File: src/btig_pkg.sv
// shared constants and helpers for the base timer interrupt generator
// used by btig_pend_ctr and base_timer_interrupt_gen_unit, no dependencies
`timescale 1ns / 1ps

package btig_pkg;

  localparam int unsigned NumRates        = 8;
  localparam int unsigned PhaseWidth      = 12;
  localparam int unsigned PendingWidthDef = 16;
  localparam int unsigned CyclesWidthDef  = 16;

  // field widths on the stream ports
  localparam int unsigned ElapsedWidth = 16;
  localparam int unsigned MaskWidth    = 8;
  localparam int unsigned InDataWidth  = 32;
  localparam int unsigned OutDataWidth = 16;

  // divider of rate i is 2**rate_shift(i): 4096, 256, 128, 64, 32, 16, 4, 1
  function automatic int unsigned rate_shift(input int unsigned idx);
    int unsigned sh;
    case (idx)
      0:       sh = 12;
      1:       sh = 8;
      2:       sh = 7;
      3:       sh = 6;
      4:       sh = 5;
      5:       sh = 4;
      6:       sh = 2;
      default: sh = 0;
    endcase
    return sh;
  endfunction

endpackage

File: src/btig_pend_ctr.sv
// pending crossing counter for one base timer rate
// depends on btig_pkg
`timescale 1ns / 1ps

module btig_pend_ctr #(
  parameter int unsigned Shift        = 0,
  parameter int unsigned SumWidth     = 17,
  parameter int unsigned PendingWidth = 16
) (
  input  logic                              clk_i,
  input  logic                              rst_ni,
  input  logic                              upd_i,
  input  logic [SumWidth-1:0]               cycles_i,
  input  logic [btig_pkg::PhaseWidth-1:0]   phase_i,
  output logic                              req_o
);
  import btig_pkg::*;

  localparam int unsigned AccWidth = ((SumWidth > PendingWidth) ? SumWidth : PendingWidth) + 1;
  localparam logic [AccWidth-1:0] PendMax = AccWidth'((64'd1 << PendingWidth) - 64'd1);

  logic [PendingWidth-1:0] pend_q, pend_d;
  logic [SumWidth-1:0]     phase_low;
  logic [SumWidth-1:0]     crossed;
  logic [AccWidth-1:0]     acc;

  // boundaries crossed = (phase mod 2**Shift + cycles) >> Shift
  assign phase_low = SumWidth'(phase_i) & ((SumWidth'(1) << Shift) - SumWidth'(1));
  assign crossed   = (cycles_i + phase_low) >> Shift;
  assign acc       = AccWidth'(pend_q) + AccWidth'(crossed);
  assign req_o     = (acc != '0);

  always_comb begin
    if (acc > PendMax) begin
      pend_d = PendingWidth'(PendMax - AccWidth'(1));
    end else if (acc != '0) begin
      pend_d = PendingWidth'(acc - AccWidth'(1));
    end else begin
      pend_d = '0;
    end
  end

  always_ff @(posedge clk_i or negedge rst_ni) begin
    if (!rst_ni) begin
      pend_q <= '0;
    end else if (upd_i) begin
      pend_q <= pend_d;
    end
  end

endmodule

File: src/base_timer_interrupt_gen_unit.sv
// base timer interrupt generator, top level with stream ports
// depends on btig_pkg and btig_pend_ctr
`timescale 1ns / 1ps

// Each input word reports elapsed 8192 Hz crystal cycles, the per-rate enable
// mask and the current request bits; the block advances a 12-bit crystal phase,
// adds the crossed divider boundaries (4096, 256, 128, 64, 32, 16, 4, 1) to
// eight pending counters, takes one pending crossing per nonzero counter as a
// request bit and returns the masked request bits with irq. A zero elapsed
// count leaves the state alone and echoes request_in with irq low. One word is
// taken every cycle while the output is not stalled; a word passes through the
// input register, then through the update logic into the output register, and
// back pressure from the output stalls both stages.
module base_timer_interrupt_gen_unit #(
  parameter int unsigned PendingWidth = btig_pkg::PendingWidthDef,
  parameter int unsigned CyclesWidth  = btig_pkg::CyclesWidthDef
) (
  input  logic                                  clk_i,
  input  logic                                  rst_ni,
  input  logic                                  s_axis_tvalid,
  output logic                                  s_axis_tready,
  // elapsed_cycles[15:0], enable_mask[23:16], request_in[31:24]
  input  logic [btig_pkg::InDataWidth-1:0]      s_axis_tdata,
  output logic                                  m_axis_tvalid,
  input  logic                                  m_axis_tready,
  // request_out[7:0], irq[8], zero fill [15:9]
  output logic [btig_pkg::OutDataWidth-1:0]     m_axis_tdata
);
  import btig_pkg::*;

  localparam int unsigned SumWidth = ((CyclesWidth > PhaseWidth) ? CyclesWidth : PhaseWidth) + 1;

  logic                    in_valid_q;
  logic [ElapsedWidth-1:0] elapsed_q;
  logic [MaskWidth-1:0]    enable_q;
  logic [MaskWidth-1:0]    req_in_q;
  logic                    out_valid_q;
  logic [MaskWidth-1:0]    req_out_q, req_out_d;
  logic                    irq_q, irq_d;
  logic [PhaseWidth-1:0]   phase_q, phase_d;

  logic                    advance;
  logic                    fire;
  logic                    take;
  logic                    no_cycles;
  logic [CyclesWidth-1:0]  cycles;
  logic [SumWidth-1:0]     cycles_ext;
  logic [NumRates-1:0]     rate_req;

  assign advance       = !out_valid_q || m_axis_tready;
  assign fire          = in_valid_q && advance;
  assign s_axis_tready = !in_valid_q || advance;
  assign take          = s_axis_tvalid && s_axis_tready;

  assign cycles     = CyclesWidth'(elapsed_q);
  assign cycles_ext = SumWidth'(cycles);
  assign no_cycles  = (cycles == '0);

  for (genvar g = 0; g < NumRates; g++) begin : g_rate
    btig_pend_ctr #(
      .Shift        (rate_shift(g)),
      .SumWidth     (SumWidth),
      .PendingWidth (PendingWidth)
    ) u_pend (
      .clk_i    (clk_i),
      .rst_ni   (rst_ni),
      .upd_i    (fire && !no_cycles),
      .cycles_i (cycles_ext),
      .phase_i  (phase_q),
      .req_o    (rate_req[g])
    );
  end

  always_comb begin
    phase_d = phase_q + PhaseWidth'(cycles);
    if (no_cycles) begin
      req_out_d = req_in_q;
      irq_d     = 1'b0;
    end else begin
      req_out_d = (req_in_q | rate_req) & enable_q;
      irq_d     = (req_out_d != '0);
    end
  end

  always_ff @(posedge clk_i or negedge rst_ni) begin
    if (!rst_ni) begin
      in_valid_q  <= 1'b0;
      out_valid_q <= 1'b0;
      phase_q     <= '0;
    end else begin
      if (take) begin
        in_valid_q <= 1'b1;
      end else if (fire) begin
        in_valid_q <= 1'b0;
      end
      if (fire) begin
        out_valid_q <= 1'b1;
      end else if (m_axis_tready) begin
        out_valid_q <= 1'b0;
      end
      if (fire && !no_cycles) begin
        phase_q <= phase_d;
      end
    end
  end

  always_ff @(posedge clk_i) begin
    if (take) begin
      elapsed_q <= s_axis_tdata[ElapsedWidth-1:0];
      enable_q  <= s_axis_tdata[ElapsedWidth+MaskWidth-1:ElapsedWidth];
      req_in_q  <= s_axis_tdata[ElapsedWidth+2*MaskWidth-1:ElapsedWidth+MaskWidth];
    end
    if (fire) begin
      req_out_q <= req_out_d;
      irq_q     <= irq_d;
    end
  end

  assign m_axis_tvalid = out_valid_q;
  assign m_axis_tdata  = {{(OutDataWidth-MaskWidth-1){1'b0}}, irq_q, req_out_q};

`ifndef SYNTHESIS
  a_phase_idle: assert property (@(posedge clk_i) disable iff (!rst_ni)
    !fire |=> $stable(phase_q))
    else $error("crystal phase moved without a word passing");

  a_phase_zero: assert property (@(posedge clk_i) disable iff (!rst_ni)
    (fire && no_cycles) |=> $stable(phase_q))
    else $error("crystal phase moved on zero elapsed cycles");

  a_fire_out: assert property (@(posedge clk_i) disable iff (!rst_ni)
    fire |=> out_valid_q)
    else $error("updated word did not reach the output register");

  a_stall_full: assert property (@(posedge clk_i) disable iff (!rst_ni)
    !s_axis_tready |-> (in_valid_q && out_valid_q && !m_axis_tready))
    else $error("input stalled while a stage was free");

  a_irq_zero: assert property (@(posedge clk_i) disable iff (!rst_ni)
    (fire && no_cycles) |=> !irq_q)
    else $error("irq raised on zero elapsed cycles");
`endif

endmodule
File: config.mk
export PLATFORM = sky130hd
export DESIGN_NAME = base_timer_interrupt_gen_unit
export DESIGN_NICKNAME = d
export VERILOG_FILES = /design/src/btig_pkg.sv /design/src/btig_pend_ctr.sv /design/src/base_timer_interrupt_gen_unit.sv
export SDC_FILE = /design/constraint.sdc
export NUM_CORES = 1
export LEC_CHECK = 0
export ABC_AREA = 0
export BUFFER_PORTS_ARGS = -buffer_cell sky130_fd_sc_hd__buf_2
export CORE_UTILIZATION = 30
export CTS_CLUSTER_SIZE = 40
export DETAILED_ROUTE_END_ITERATION = 10
export HOLD_SLACK_MARGIN = 0.05
export MAX_ROUTING_LAYER = met4
export PLACE_DENSITY = 0.43
export SKIP_LAST_GASP = 1
export SLEW_MARGIN = 20
export SYNTH_ARGS = -nofsm -noshare
export SYNTH_HDL_FRONTEND = slang
export SYNTH_SLANG_ARGS = --single-unit
File: constraint.sdc
create_clock -name clk_i -period 7.04 [get_ports clk_i]
set_input_delay 1.056 -clock clk_i [delete_from_list [all_inputs] [get_ports clk_i]]
set_output_delay 1.056 -clock clk_i [all_outputs]
set_load 0.1 [all_outputs]
==> results.md <==
* Synth Area in XOR/XNOR at between 10% and 20%
* Ports at 54
* LEAKAGE at 7.70 nW
* RD Place Congestion at roughly 0.83
* Synth warn at 0
* Slew @ Worst Pin at a little under 1 ns
* Antenna viol nets, final at 0
* Die area at between 50000 and 60000 um^2
* 1st-pass router iterations at 5
* Post-synth top flop: dfrtp_1
* P&R area growth vs syn at 9.98%
* Clock Power Share at between 10% and 20%
* Clock transition at path regs at ~0.080 ns
* Distinct cells, synth at about 110
* NetSw at just under 5 mW
* Outcome: complete, no violations
* CTS tree: built
* Largest net degree at the start of global routing at 57
* # port buffers at 46
* Worst VDD drop at approximately 0.24 mV
* Arr. time, crit path at just under 7 ns
* Post-synthesis sequential area ratio at between 20 and 30%
* Final wirelength at 53800 um
* Vias in the first global route at 15400
* Slowest CP cell: or4b_1
* FMAX at between 150 and 200 MHz
* Final setup fails at 0
* Root buf cell: clkbuf_16
* Skew final at approximately 0.013 ns
* Hold Path Class: flip-flop to flip-flop
* Via density per instance at 5.31
* EDFF count, synth at 41
* Biggest cell delay along the critical path at roughly 0.54 ns
* Clk sink count at around 180
* DRC at 0
* Adder-cell area share of the yosys netlist at under 10%
* Hpwl dp at about 40000 um
* All-Layer GR Usage at 19.3%
* Chip Height at 242 um
* Crit path cell chain: ha_1 > fa_1 > a21o_1 > a21oi_2 > o21bai_1 > a21oi_1 > o21bai_1 > a211oi_1 > nor2_1 > o41ai_2 > xnor2_1 > ha_1 > inv_1 > fa_1 > nor2b_1 > o31ai_1 > a21boi_0 > nand2_1 > xnor2_1 > nor3_1 > a31oi_1 > or4b_1 > a211oi_2 > a31oi_1
* Final Instance Area at between 15000 and 20000 um^2
* H-tree depth at 4
* Slew HR at about a third
* DRT iter0 DRCs at ~800
* RSZ-0062 raised after global routing: no
* Yosys reg bits at about 180
* Crit path max fanout at 5
* M1 GR Usage at approximately a quarter
* WL/cell at ~18 um
* Final Hold Violating Endpoints at 0
* Gate Count Post-Synth at between 2000 and 2500
* Synth Area in Simple Gates at between 20% and 30%
* Pwr Density at 502 nW/um^2
* Cell Area, Synth at between 15000 and 20000 um^2
* Grt met2 use at ~29%
* Area fraction in compound gates after synthesis at 22.5%
* Detailed-route via count at approximately 15000
* Multiplexer area fraction after synthesis at around 1%
* First-pass GRT wire length at ~86000 um
* Grt met3 use at 3.63%
* Antenna violations before repair at 2
* Crit share post-route at between 90 and 100%
* Post-layout nets at about 2300
* Hold buffer count at cts at 0
* Grt total ovfl at 0
* Die Span X at around 240 um
* Async SR Flop Fraction at just under 80%
* Critical path required time at 7.27 ns
* Largest family of logic cells by synthesized area: simple AND/OR/NAND/NOR gates
* Post-CTS setup repair buffer count at 0
* Crit start category: flip-flop
* Core ar. at around 57000 um^2
* Crit path capture type: flip-flop
* Final Max Slew Viols at 0
* Site Rows at 87
* Number of max-cap violations at 0
* Share of cells above drive strength 1 at 7.88%
* Placed Instance Area at 18500 um^2
* Sw Share at between 50% and 60%
* Setup_tns at 0 ns
* Crit Path Category: flip-flop to flip-flop
* Syn Area/Cell at about 8 um^2
* Clock Latency Late Sink at around 0.5 ns
* Minimum clock period after layout at around 6.5 ns
* Num CTS Buffers at 17
* Sequential share of power at a little under a fifth
* Clock Path Buffers at 2
* P_int at approximately 4.7 mW
* Comb power frac at between 70% and 80%
* Busiest grt layer: met2
* Initial core utilization at 30.6%
-- sequential cells by signal, summed over array words and instances (netlist names) --
signal	flops
enable_q	8
irq_q	1
cycles	16
req_in_q	8
g_rate.u_pend.pend_q	128
phase_q	12
in_valid_q	1
req_out_q	8
m_axis_tvalid	1
-- final timing paths --
kind	slack, ns	depth (start not counted)	startpoint	end
max	0.54	24	cycles[0]	irq_q
min	0.48	2	g_rate[7].u_pend.pend_q[0]	g_rate[7].u_pend.pend_q[0]
max reg2reg	0.54	24	cycles[0]	irq_q
min reg2reg	0.48	2	g_rate[7].u_pend.pend_q[0]	g_rate[7].u_pend.pend_q[0]
max in group asynchronous	5.30	2	rst_ni	g_rate[4].u_pend.pend_q[5]
min in group asynchronous	0.51	1	rst_ni	g_rate[6].u_pend.pend_q[1]
-- layout make-up --
class / instances / area (um^2)
Clock inverter: 15 / 186
Fill cell: 5947 / 37600
Inverter: 84 / 315
Multi-Input combinational cell: 1773 / 11900
Timing Repair Buffer: 84 / 522
Tap cell: 756 / 946
Clock buffer: 17 / 425
Antenna cell: 1 / 2.50
Sequential cell: 183 / 4780
-- cells in the mapped netlist (all sizes together), types with 16 or more instances --
master    n  area (um^2)
and2     17          109
nand2   204          766
buf      35          190
nand2b   32          210
ha      122         1530
inv      83          312
o211ai   17          133
o21ai   101          505
o21a     44          332
xor2    106          928
and3     17          106
nand3    64          330
a21oi   166          846
clkbuf   52          200
dfrtp   142         3550
nand3b   16          120
a211oi   28          245
nand4    31          200
edfxtp   41         1230
nor2b    24          150
xnor2   134         1180
nor4     27          199
o21bai   17          128
nor3     55          280
a21o     32          240
nor2    244          923
or3      25          156
-- per-stage QoR --
stage	utilization, %	instances	power, mW	hold WS (ns)	setup WS, ns
CTS	33.6	2912	9.62	0.489	0.295
detailed placement	32.5	2880	8.48	0.470	0.346
finish	33.6	2913	9.58	0.484	0.536
global placement	32.5	2880	8.47	0.465	0.551
floorplan	-	2127	7.10	0.449	0.925
global route	33.6	2913	10.6	0.508	0.0578
-- power by group through the flow --
stage,clock [mW],combinational [mW],sequential [mW]
after floorplan,0,5.37,1.73
after global placement,0,6.62,1.85
after detailed placement,0,6.63,1.85
after global routing,1.13,7.58,1.89
after CTS,1.10,6.69,1.83
final,1.05,6.71,1.83
-- layer usage --
metal	share of wire, %	wire length [um]
met1	49	26500
met2	45	24000
met3	3.5	1900
met4	2.6	1410
met5	0	0
-- repair_timing --
item | in CTS | in global routing
endpoints found under the hold margin | 0 | 0
setup endpoints to repair | 0 | 17
gates resized for setup | 0 | 3
-- critical path, delay by kind of cell, from the launching register on --
kind,cells,cell delay (ns)
xor gates and xnor gates,2,0.38
buffers and inverters,1,0.06
and+or+nand+nor,5,1.36
adders and majority gates,4,1.34
AOI/OAI and AO/OA,12,2.64
DFF,1,0.44
-- cells in the final DEF (no fill, tap or decap), drive strengths merged, types with 24 or more instances in the layout --
cell and count:
xnor2 134, xor2 106, nand2b 32, o21ai 101
a211oi 28, buf 84, or3 25, nor4 27
nor2 244, nand3 64, nand4 31, nor3 55
a21o 32, inv 90, nor2b 24, nand2 204
o21a 44, ha 122, dfrtp 142, a21oi 166
edfxtp 41
-- kinds of logic after synthesis --
kind of cell,count (synthesis)
muxes,17
xor gates and xnor gates,240
DFF,183
buffers and inverters,171
adders and majority gates,131
and+or+nand+nor,807
other,1
AOI/OAI and AO/OA,571
(Power assumes the default switching activity.)
